`src/rtl/core/crc8fre_pkg.sv`:
```
// Package for the CRC-8 framed register exchange.
// Holds codes, shared structs and the CRC-8 (poly 0x07) helpers.
// No dependencies.
package crc8fre_pkg;

   localparam int unsigned FRAME_LEN = 5;
   localparam logic [2:0]  LAST_BEAT = 3'(FRAME_LEN - 1);
   localparam logic [2:0]  REPLY_CRC_IDX = 3'd4;
   localparam logic [7:0]  CRC_POLY = 8'h07;
   localparam logic [3:0]  MAX_ATTEMPTS_RESET = 4'd3;

   typedef enum logic [1:0] {
      FUNC_REQUEST = 2'd0,
      FUNC_REPLY   = 2'd1,
      FUNC_TIMEOUT = 2'd2
   } func_type;

   typedef enum logic [1:0] {
      STATUS_OK      = 2'd0,
      STATUS_CRC_ERR = 2'd1,
      STATUS_TIMEOUT = 2'd2
   } status_type;

   // Frame contents held for the emitter (and for resends).
   typedef struct packed {
      logic [7:0]  rd_addr;
      logic [7:0]  wr_addr;
      logic [15:0] wr_data;
   } held_type;

   // Work handed from control to the emitter at accept time.
   typedef struct packed {
      logic        frame;
      logic        done;
      status_type  status;
      logic [31:0] data;
   } batch_type;

   function automatic logic [7:0] rev8(input logic [7:0] v);
      logic [7:0] r;
      for (int i = 0; i < 8; i++) begin
         r[i] = v[7 - i];
      end
      return r;
   endfunction

   // One byte through the reflected-input CRC-8, MSB first.
   function automatic logic [7:0] crc_add(input logic [7:0] crc, input logic [7:0] b);
      logic [7:0] c;
      c = crc ^ rev8(b);
      for (int i = 0; i < 8; i++) begin
         c = c[7] ? ({c[6:0], 1'b0} ^ CRC_POLY) : {c[6:0], 1'b0};
      end
      return c;
   endfunction

endpackage

```
`src/rtl/core/crc8fre_ctrl.sv`:
```
// Exchange control: request latch, reply collection, CRC check, retry count.
// Depends on crc8fre_pkg.
module crc8fre_ctrl (
   input  logic                  clock,
   input  logic                  reset,
   input  logic                  csr_we,
   input  logic [3:0]            csr_wdata,
   input  logic                  accept,
   input  logic [1:0]            func,
   input  logic [7:0]            rd_addr,
   input  logic [7:0]            wr_addr,
   input  logic [15:0]           wr_data,
   input  logic [7:0]            rx_byte,
   output crc8fre_pkg::held_type  held,
   output crc8fre_pkg::batch_type start
);

   logic [3:0]            max_attempts_ff, max_attempts_in;
   crc8fre_pkg::held_type held_ff, held_in;
   logic [3:0]            attempt_ff, attempt_in;
   logic [2:0]            count_ff, count_in;
   logic [7:0]            crc_ff, crc_in;
   logic [31:0]           word_ff, word_in;
   logic                  await_ff, await_in;

   always_comb begin
      max_attempts_in = csr_we ? csr_wdata : max_attempts_ff;
      held_in    = held_ff;
      attempt_in = attempt_ff;
      count_in   = count_ff;
      crc_in     = crc_ff;
      word_in    = word_ff;
      await_in   = await_ff;
      start      = '0;
      if (accept) begin
         case (func)
            crc8fre_pkg::FUNC_REQUEST: begin
               held_in.rd_addr = rd_addr;
               held_in.wr_addr = wr_addr;
               held_in.wr_data = wr_data;
               attempt_in  = 4'd1;
               count_in    = '0;
               crc_in      = '0;
               word_in     = '0;
               await_in    = 1'b1;
               start.frame = 1'b1;
            end
            crc8fre_pkg::FUNC_TIMEOUT: begin
               if (await_ff) begin
                  await_in     = 1'b0;
                  count_in     = '0;
                  start.done   = 1'b1;
                  start.status = crc8fre_pkg::STATUS_TIMEOUT;
               end
            end
            crc8fre_pkg::FUNC_REPLY: begin
               if (await_ff) begin
                  if (count_ff != crc8fre_pkg::REPLY_CRC_IDX) begin
                     crc_in = crc8fre_pkg::crc_add(crc_ff, rx_byte);
                     case (count_ff[1:0])
                        2'd0:    word_in[7:0]   = rx_byte;
                        2'd1:    word_in[15:8]  = rx_byte;
                        2'd2:    word_in[23:16] = rx_byte;
                        default: word_in[31:24] = rx_byte;
                     endcase
                     count_in = count_ff + 3'd1;
                  end else if (crc8fre_pkg::rev8(crc_ff) == rx_byte) begin
                     await_in     = 1'b0;
                     count_in     = '0;
                     start.done   = 1'b1;
                     start.status = crc8fre_pkg::STATUS_OK;
                     start.data   = word_ff;
                  end else if (attempt_ff >= max_attempts_ff) begin
                     await_in     = 1'b0;
                     count_in     = '0;
                     start.done   = 1'b1;
                     start.status = crc8fre_pkg::STATUS_CRC_ERR;
                  end else begin
                     // bad CRC, attempts left: resend the held frame
                     attempt_in  = attempt_ff + 4'd1;
                     count_in    = '0;
                     crc_in      = '0;
                     word_in     = '0;
                     start.frame = 1'b1;
                  end
               end
            end
            default: begin
            end
         endcase
      end
   end

   always_ff @(posedge clock) begin
      if (reset) begin
         max_attempts_ff <= crc8fre_pkg::MAX_ATTEMPTS_RESET;
         held_ff         <= '0;
         attempt_ff      <= '0;
         count_ff        <= '0;
         crc_ff          <= '0;
         word_ff         <= '0;
         await_ff        <= 1'b0;
      end else begin
         max_attempts_ff <= max_attempts_in;
         held_ff         <= held_in;
         attempt_ff      <= attempt_in;
         count_ff        <= count_in;
         crc_ff          <= crc_in;
         word_ff         <= word_in;
         await_ff        <= await_in;
      end
   end

   assign held = held_ff;

   a_count_range: assert property (@(posedge clock) disable iff (reset)
      count_ff <= crc8fre_pkg::REPLY_CRC_IDX)
      else $error("reply count out of range");

   a_idle_count: assert property (@(posedge clock) disable iff (reset)
      !await_ff |-> count_ff == 3'd0)
      else $error("reply count nonzero while idle");

   a_one_batch: assert property (@(posedge clock) disable iff (reset)
      !(start.frame && start.done))
      else $error("frame and completion started together");

endmodule

```
`src/rtl/core/crc8fre_emit.sv`:
```
// Result sequencer: plays out a 5-byte frame with running CRC, or one completion.
// Depends on crc8fre_pkg.
module crc8fre_emit (
   input  logic                   clock,
   input  logic                   reset,
   input  crc8fre_pkg::held_type  held,
   input  crc8fre_pkg::batch_type start,
   output logic                   free,
   output logic                   rsp_tvalid,
   input  logic                   rsp_tready,
   output logic [47:0]            rsp_tdata,
   output logic                   rsp_tuser,
   output logic                   rsp_tlast
);

   logic                   busy_ff, busy_in;
   logic                   done_ff, done_in;
   logic [2:0]             beat_ff, beat_in;
   logic [7:0]             crc_ff, crc_in;
   crc8fre_pkg::status_type status_ff, status_in;
   logic [31:0]            data_ff, data_in;
   logic                   fire;
   logic                   final_beat;
   logic [7:0]             frame_byte;
   logic [7:0]             tx_byte;

   always_comb begin
      case (beat_ff)
         3'd0:    frame_byte = held.rd_addr;
         3'd1:    frame_byte = held.wr_addr;
         3'd2:    frame_byte = held.wr_data[7:0];
         3'd3:    frame_byte = held.wr_data[15:8];
         default: frame_byte = 8'h00;
      endcase
   end

   assign fire       = busy_ff && rsp_tready;
   assign final_beat = done_ff || (beat_ff == crc8fre_pkg::LAST_BEAT);
   assign free       = !busy_ff || (fire && final_beat);

   always_comb begin
      busy_in   = busy_ff;
      done_in   = done_ff;
      beat_in   = beat_ff;
      crc_in    = crc_ff;
      status_in = status_ff;
      data_in   = data_ff;
      if (fire) begin
         if (final_beat) begin
            busy_in = 1'b0;
         end else begin
            beat_in = beat_ff + 3'd1;
            crc_in  = crc8fre_pkg::crc_add(crc_ff, frame_byte);
         end
      end
      if (start.frame) begin
         busy_in = 1'b1;
         done_in = 1'b0;
         beat_in = '0;
         crc_in  = '0;
      end else if (start.done) begin
         busy_in   = 1'b1;
         done_in   = 1'b1;
         status_in = start.status;
         data_in   = start.data;
      end
   end

   always_ff @(posedge clock) begin
      if (reset) begin
         busy_ff <= 1'b0;
         done_ff <= 1'b0;
         beat_ff <= '0;
      end else begin
         busy_ff <= busy_in;
         done_ff <= done_in;
         beat_ff <= beat_in;
      end
   end

   always_ff @(posedge clock) begin
      crc_ff    <= crc_in;
      status_ff <= status_in;
      data_ff   <= data_in;
   end

   assign tx_byte = done_ff ? 8'h00 :
                    (beat_ff == crc8fre_pkg::LAST_BEAT) ? crc8fre_pkg::rev8(crc_ff) :
                    frame_byte;

   assign rsp_tvalid = busy_ff;
   assign rsp_tuser  = done_ff;
   assign rsp_tlast  = !done_ff && (beat_ff == crc8fre_pkg::LAST_BEAT);
   assign rsp_tdata  = {6'b0,
                        done_ff ? data_ff : 32'h0,
                        done_ff ? status_ff : crc8fre_pkg::STATUS_OK,
                        tx_byte};

   a_start_when_free: assert property (@(posedge clock) disable iff (reset)
      (start.frame || start.done) |-> free)
      else $error("batch started while a result was still pending");

   a_beat_range: assert property (@(posedge clock) disable iff (reset)
      (busy_ff && !done_ff) |-> beat_ff <= crc8fre_pkg::LAST_BEAT)
      else $error("frame beat out of range");

   a_last_then_idle: assert property (@(posedge clock) disable iff (reset)
      (fire && rsp_tlast && !start.frame && !start.done) |=> !busy_ff)
      else $error("sequencer still busy after frame end");

endmodule

```
`src/rtl/core/crc8_framed_register_exchange.sv`:
```
// Top level of the CRC-8 framed register exchange.
// Instantiates crc8fre_ctrl and crc8fre_emit; uses crc8fre_pkg.
//
//  channel  dir  handshake            payload
//  req_     in   req_tvalid/tready    tuser=func, tdata=addr/data/rx byte
//  rsp_     out  rsp_tvalid/tready    tuser=kind, tlast=last, tdata=byte/status/word
//  csr_     in   csr_we               csr_wdata=max_attempts
//
// A request (or a bad reply that triggers a resend) yields five frame items,
// one per cycle while rsp_ is not stalled; no new item is taken until the
// frame's last item leaves. A completion is a single result item. Items
// that give no result are accepted whenever the sequencer is free. A new
// item is taken in the cycle the last pending result leaves.
// Reset is synchronous: idle, nothing awaited, max_attempts back to 3.
// A stall on rsp_ holds the current result and blocks new items on req_.
module crc8_framed_register_exchange (
   input  logic        clock,
   input  logic        reset,
   // configuration
   input  logic        csr_we,
   input  logic [3:0]  csr_wdata,   // max_attempts
   // request channel
   input  logic        req_tvalid,
   output logic        req_tready,
   input  logic [39:0] req_tdata,   // rd_addr[7:0], wr_addr[15:8],
                                    // wr_data[31:16], rx_byte[39:32]
   input  logic [1:0]  req_tuser,   // func
   // result channel
   output logic        rsp_tvalid,
   input  logic        rsp_tready,
   output logic [47:0] rsp_tdata,   // tx_byte[7:0], status[9:8],
                                    // read_data[41:10], zero fill[47:42]
   output logic        rsp_tuser,   // kind
   output logic        rsp_tlast    // last
);

   crc8fre_pkg::held_type  held;
   crc8fre_pkg::batch_type start;
   logic                   free;
   logic                   accept;

   // The sequencer frees up on the final beat's handshake, so a new input
   // item can be taken in the same cycle as the final beat leaves.
   assign req_tready = free;
   assign accept     = req_tvalid && free;

   crc8fre_ctrl u_ctrl (
      .clock      (clock),
      .reset      (reset),
      .csr_we     (csr_we),
      .csr_wdata  (csr_wdata),
      .accept     (accept),
      .func       (req_tuser),
      .rd_addr    (req_tdata[7:0]),
      .wr_addr    (req_tdata[15:8]),
      .wr_data    (req_tdata[31:16]),
      .rx_byte    (req_tdata[39:32]),
      .held       (held),
      .start      (start)
   );

   // Frame CRC is built beat by beat as the bytes go out.
   crc8fre_emit u_emit (
      .clock      (clock),
      .reset      (reset),
      .held       (held),
      .start      (start),
      .free       (free),
      .rsp_tvalid (rsp_tvalid),
      .rsp_tready (rsp_tready),
      .rsp_tdata  (rsp_tdata),
      .rsp_tuser  (rsp_tuser),
      .rsp_tlast  (rsp_tlast)
   );

endmodule

```
`config.mk`:
```
export PLATFORM = sky130hd
export DESIGN_NAME = crc8_framed_register_exchange
export DESIGN_NICKNAME = d
export VERILOG_FILES = /design/src/rtl/core/crc8fre_pkg.sv /design/src/rtl/core/crc8fre_ctrl.sv /design/src/rtl/core/crc8fre_emit.sv /design/src/rtl/core/crc8_framed_register_exchange.sv
export SDC_FILE = /design/constraint.sdc
export NUM_CORES = 1
export LEC_CHECK = 0
export ABC_AREA = 1
export BUFFER_PORTS_ARGS = -buffer_cell sky130_fd_sc_hd__buf_2
export CAP_MARGIN = 40
export CORE_MARGIN = 4
export CORE_UTILIZATION = 50
export DETAILED_ROUTE_END_ITERATION = 7
export PLACE_DENSITY = 0.71
export SKIP_CTS_REPAIR_TIMING = 1
export SLEW_MARGIN = 20
export SYNTH_ARGS = -nofsm -noshare
export SYNTH_HDL_FRONTEND = slang
export SYNTH_HIERARCHICAL = 1
export SYNTH_SLANG_ARGS = --single-unit
```
`constraint.sdc`:
```
create_clock -name clock -period 5.8 [get_ports clock]
set_input_delay 0.87 -clock clock [delete_from_list [all_inputs] [get_ports clock]]
set_output_delay 0.87 -clock clock [all_outputs]
set_load 0.02 [all_outputs]
```
==> summary.md <==
| Metric | Value |
|---|---|
| Initial antenna violation count | 0 |
| Drt initial violations | roughly 430 |
| Cell Int Power | roughly 1.9 mW |
| Sequential cell area | between 2000 and 3000 µm² |
| Slew HR | 43.16% |
| Most common cell after layout, fill and taps aside | nand2_1 |
| Routed len/inst | approximately 12 µm |
| VDD IR max | ~0.19 mV |
| Endpoints failing setup | 0 |
| First-pass GRT wire length | 26610 µm |
| Worst Hold Launch | u_ctrl/max_attempts_ff[3]$_SDFFE_PP0P_ |
| Via Count | 6217 |
| Die Span X | about 130 µm |
| Hold crit path type | reg2reg |
| ANT cells | 0 |
| Period utilization | between 70% and 80% |
| Top delay family on crit path | simple AND/OR/NAND/NOR gates |
| Crit-path cells | inv_1, ha_1, nand2_1, inv_1, nor2_1, clkinv_1, nand2_1, nand2_1, nand2_1, inv_1, nand2_1, inv_1, nand2_1, o21ai_1, nor2_2, buf_4 |
| Comb power frac | ~17% |
| Post-Place Setup Slack | ~1.6 ns |
| Synth area leaders | dfxtp_1 (27%), nand2_1 (15%), edfxtp_1 (14%) |
| Synthesis warning total | 6 |
| CTS tree | yes |
| Power share of the clock group | a little over two fifths |
| Kind of critical path | reg2reg |
| Share of power burned in registers | 39.9% |
| Reg-to-reg endpoint | u_emit/data_ff[0]$_DFFE_PP_ |
| Post-Layout Inst Area | 8243 µm² |
| Maxcap violations | 0 |
| Num CTS Buffers | 17 |
| GPL Wtd Cong | about 0.86 |
| WP data arrival | about 4.3 ns |
| Die Y | roughly 130 µm |
| Minimum clock period | between 4 and 5 ns |
| Placed Area | roughly 7600 µm² |
| Clock-pin slew on the worst setup and hold paths | approximately 0.05 ns |
| DRC Markers | 0 |
| Largest net degree at the start of global routing | 72 |
| Most frequent cells in the layout | nand2_1 (276), nor2_1 (163), inv_1 (127) |
| Worst skew pair latency | 0.41 ns |
| Post-Syn Area | roughly 7000 µm² |
| Pwr Density | between 300 and 400 nW/µm² |
| Area Growth Syn to Fin | 16.73% |
| Largest stage delay, worst path | about 0.5 ns |
| Clock Skews | between 0.008 and 0.009 ns |
| NetSw | between 0.6 and 0.7 mW |
| Nets | approximately 1200 |
| Outcome | finished, final reports clean |
| Vias in the first global route | roughly 5500 |
| Post-detail-place hpwl | 11520 µm |
| Synth cell types | 48 |
| Tot GR Track Use | 20.47% |
| Worst-margin pin slew | between 0.8 and 0.9 ns |
| Max Clk Rate | roughly 230 MHz |
| DR pass1 iterations | 5 |
| Worst setup SP type | flop |
| Reg-to-reg slack, setup | about 1.5 ns |
| Setup TNS Final | 0 ns |
| RSZ-0062 raised after global routing | false |
| Area of the multi-input gates | roughly 3400 µm² |
| Sw frac | 27.30% |
| I/O Buffers | 96 |
| Post-Synthesis Cells | 1008 |
| WHS Endpoint | u_ctrl/max_attempts_ff[3]$_SDFFE_PP0P_ |
| H-tree Lvls | 4 |
| Total wire length | ~16000 µm |
| Core box area | 13880 µm² |
| Via density | a little under 5 |
| Syn Area/Cell | approximately 7 µm² |
| Cell taking the most area after synthesis | dfxtp_1 |
| Count of state elements after synthesis | 131 |
| Max Slew Vio Count | 0 |
| WHS Path Cells | 2 |
| Routed Antenna Nets | 0 |
| Starting density of the core | around 51% |
| Worst Reg-to-Reg Cells | 16 |
| Highest-delay cell along the critical path | nand2_1 |
| Worst R2R Start | u_emit/beat_ff[0]$_SDFFE_PP0P_ |
| CTS Root Cell | clkbuf_16 |
| Leakage | between 4 and 5 nW |
| Final worst slack | around 1.5 ns |
| Most used cell, CP | nand2_1 |
| Row count | 43 |
| Synth top area share | between 20 and 30% |
| Buf/Inv on CP | 6 |
| Final hold vios | 0 |
| Worst-path fanout max | 34 |
| Max clock buf depth | 2 |
| Die Area | ~16000 µm² |
| Remaining Overflow, GRT | 0 |
| Seq/Total Area, Yosys | about two fifths |
| WP data required | between 5 and 6 ns |
| Fill count | around 1300 |
| CTS Sinks | 131 |
| Crit end category | flop |
| Layout cell share with drive strength beyond 1 | 15.88% |
| I/O pins | approximately 100 |
[sequential cells by signal, indices dropped and copies added (netlist names)]
signal,flops
u_ctrl/await_ff,1
u_emit/beat_ff,3
u_ctrl/word_ff,32
u_emit/rsp_tvalid,1
u_ctrl/crc_ff,8
u_emit/status_ff,2
u_ctrl/held,32
u_ctrl/count_ff,3
u_ctrl/max_attempts_ff,4
u_emit/data_ff,32
u_emit/rsp_tuser,1
u_ctrl/attempt_ff,4
u_emit/crc_ff,8
[worst min-delay path: stages (launching register included)]
cell and delay, ns:
dfxtp_1 0.29, inv_1 0.06, a21oi_1 0.06
[stage by stage]
step	utilization [%]	total power, mW	cells	hold slack [ns]
3_5_place_dp	54.93	1.469	1255	0.4525
4_1_cts	59.28	2.565	1287	0.4646
3_3_place_gp	54.73	1.459	1254	0.4458
2_1_floorplan	-	1.373	1013	0.4319
5_1_grt	59.38	2.689	1288	0.4806
6_report	59.38	2.551	1288	0.4635
[Yosys cell counts (all sizes together)]
library cell	number
nor3b	3
o21bai	1
o21ai	56
ha	21
nor3	16
nand4	5
a21o	1
buf	19
a211oi	2
a21oi	35
nand2	292
edfxtp	34
o22ai	10
xor2	5
or2	5
xnor2	2
conb	1
nand3b	3
dfxtp	97
nand3	69
o21a	1
inv	132
clkbuf	19
a31o	1
nor2	174
clkinv	3
and2	1
[cells by family after synthesis]
family | after synthesis | share of synthesized area (%)
xor+xnor | 7 | 1.134
buf+inv | 173 | 10.24
other cells | 1 | 0.05310
compound gates | 107 | 8.203
fa+ha+maj | 21 | 3.721
simple gates | 568 | 34.69
flops | 131 | 41.96
[layout make-up]
cell class	count	share of cell area (%)
clock buffer	21	5.343
clock inverter	11	1.973
inverter	135	6.178
multi-input combinational	709	41.21
sequential	131	35.94
tap	180	2.732
timing repair buffer	101	6.618
[worst max-delay path by stage]
stage,start,to,slack [ns],cells past startpoint
floorplan,u_emit/beat_ff[0]$_SDFFE_PP0P_,u_emit/data_ff[0]$_DFFE_PP_,1.56,17
global placement,u_emit/beat_ff[0]$_SDFFE_PP0P_,u_emit/data_ff[19]$_DFFE_PP_,1.49,16
detailed placement,u_emit/beat_ff[0]$_SDFFE_PP0P_,u_emit/data_ff[19]$_DFFE_PP_,1.56,16
CTS,u_emit/beat_ff[0]$_SDFFE_PP0P_,u_emit/data_ff[19]$_DFFE_PP_,1.53,16
global route,u_emit/beat_ff[0]$_SDFFE_PP0P_,u_emit/data_ff[0]$_DFFE_PP_,0.96,16
finish,u_emit/beat_ff[0]$_SDFFE_PP0P_,u_emit/data_ff[0]$_DFFE_PP_,1.52,16
[per-layer routing]
| layer | wire, µm | global-route usage, % | up-vias |
|---|---|---|---|
| met5 | 0 | 0 | - |
| met4 | 213 | 6.688 | 0 |
| met3 | 933 | 4.084 | 16 |
| met2 | 6817 | 30.20 | 142 |
| met1 | 7953 | 30.06 | 2733 |
| li1 | - | - | 3326 |
[power by group through the flow]
stage,registers [mW],logic (mW),clock network [mW]
2_1_floorplan,1.03,0.341,0
3_3_place_gp,1.04,0.423,0
3_5_place_dp,1.04,0.431,0
4_1_cts,1.02,0.434,1.11
5_1_grt,1.02,0.508,1.16
6_report,1.02,0.438,1.09
No activity file was read; power rests on OpenSTA's default activity.
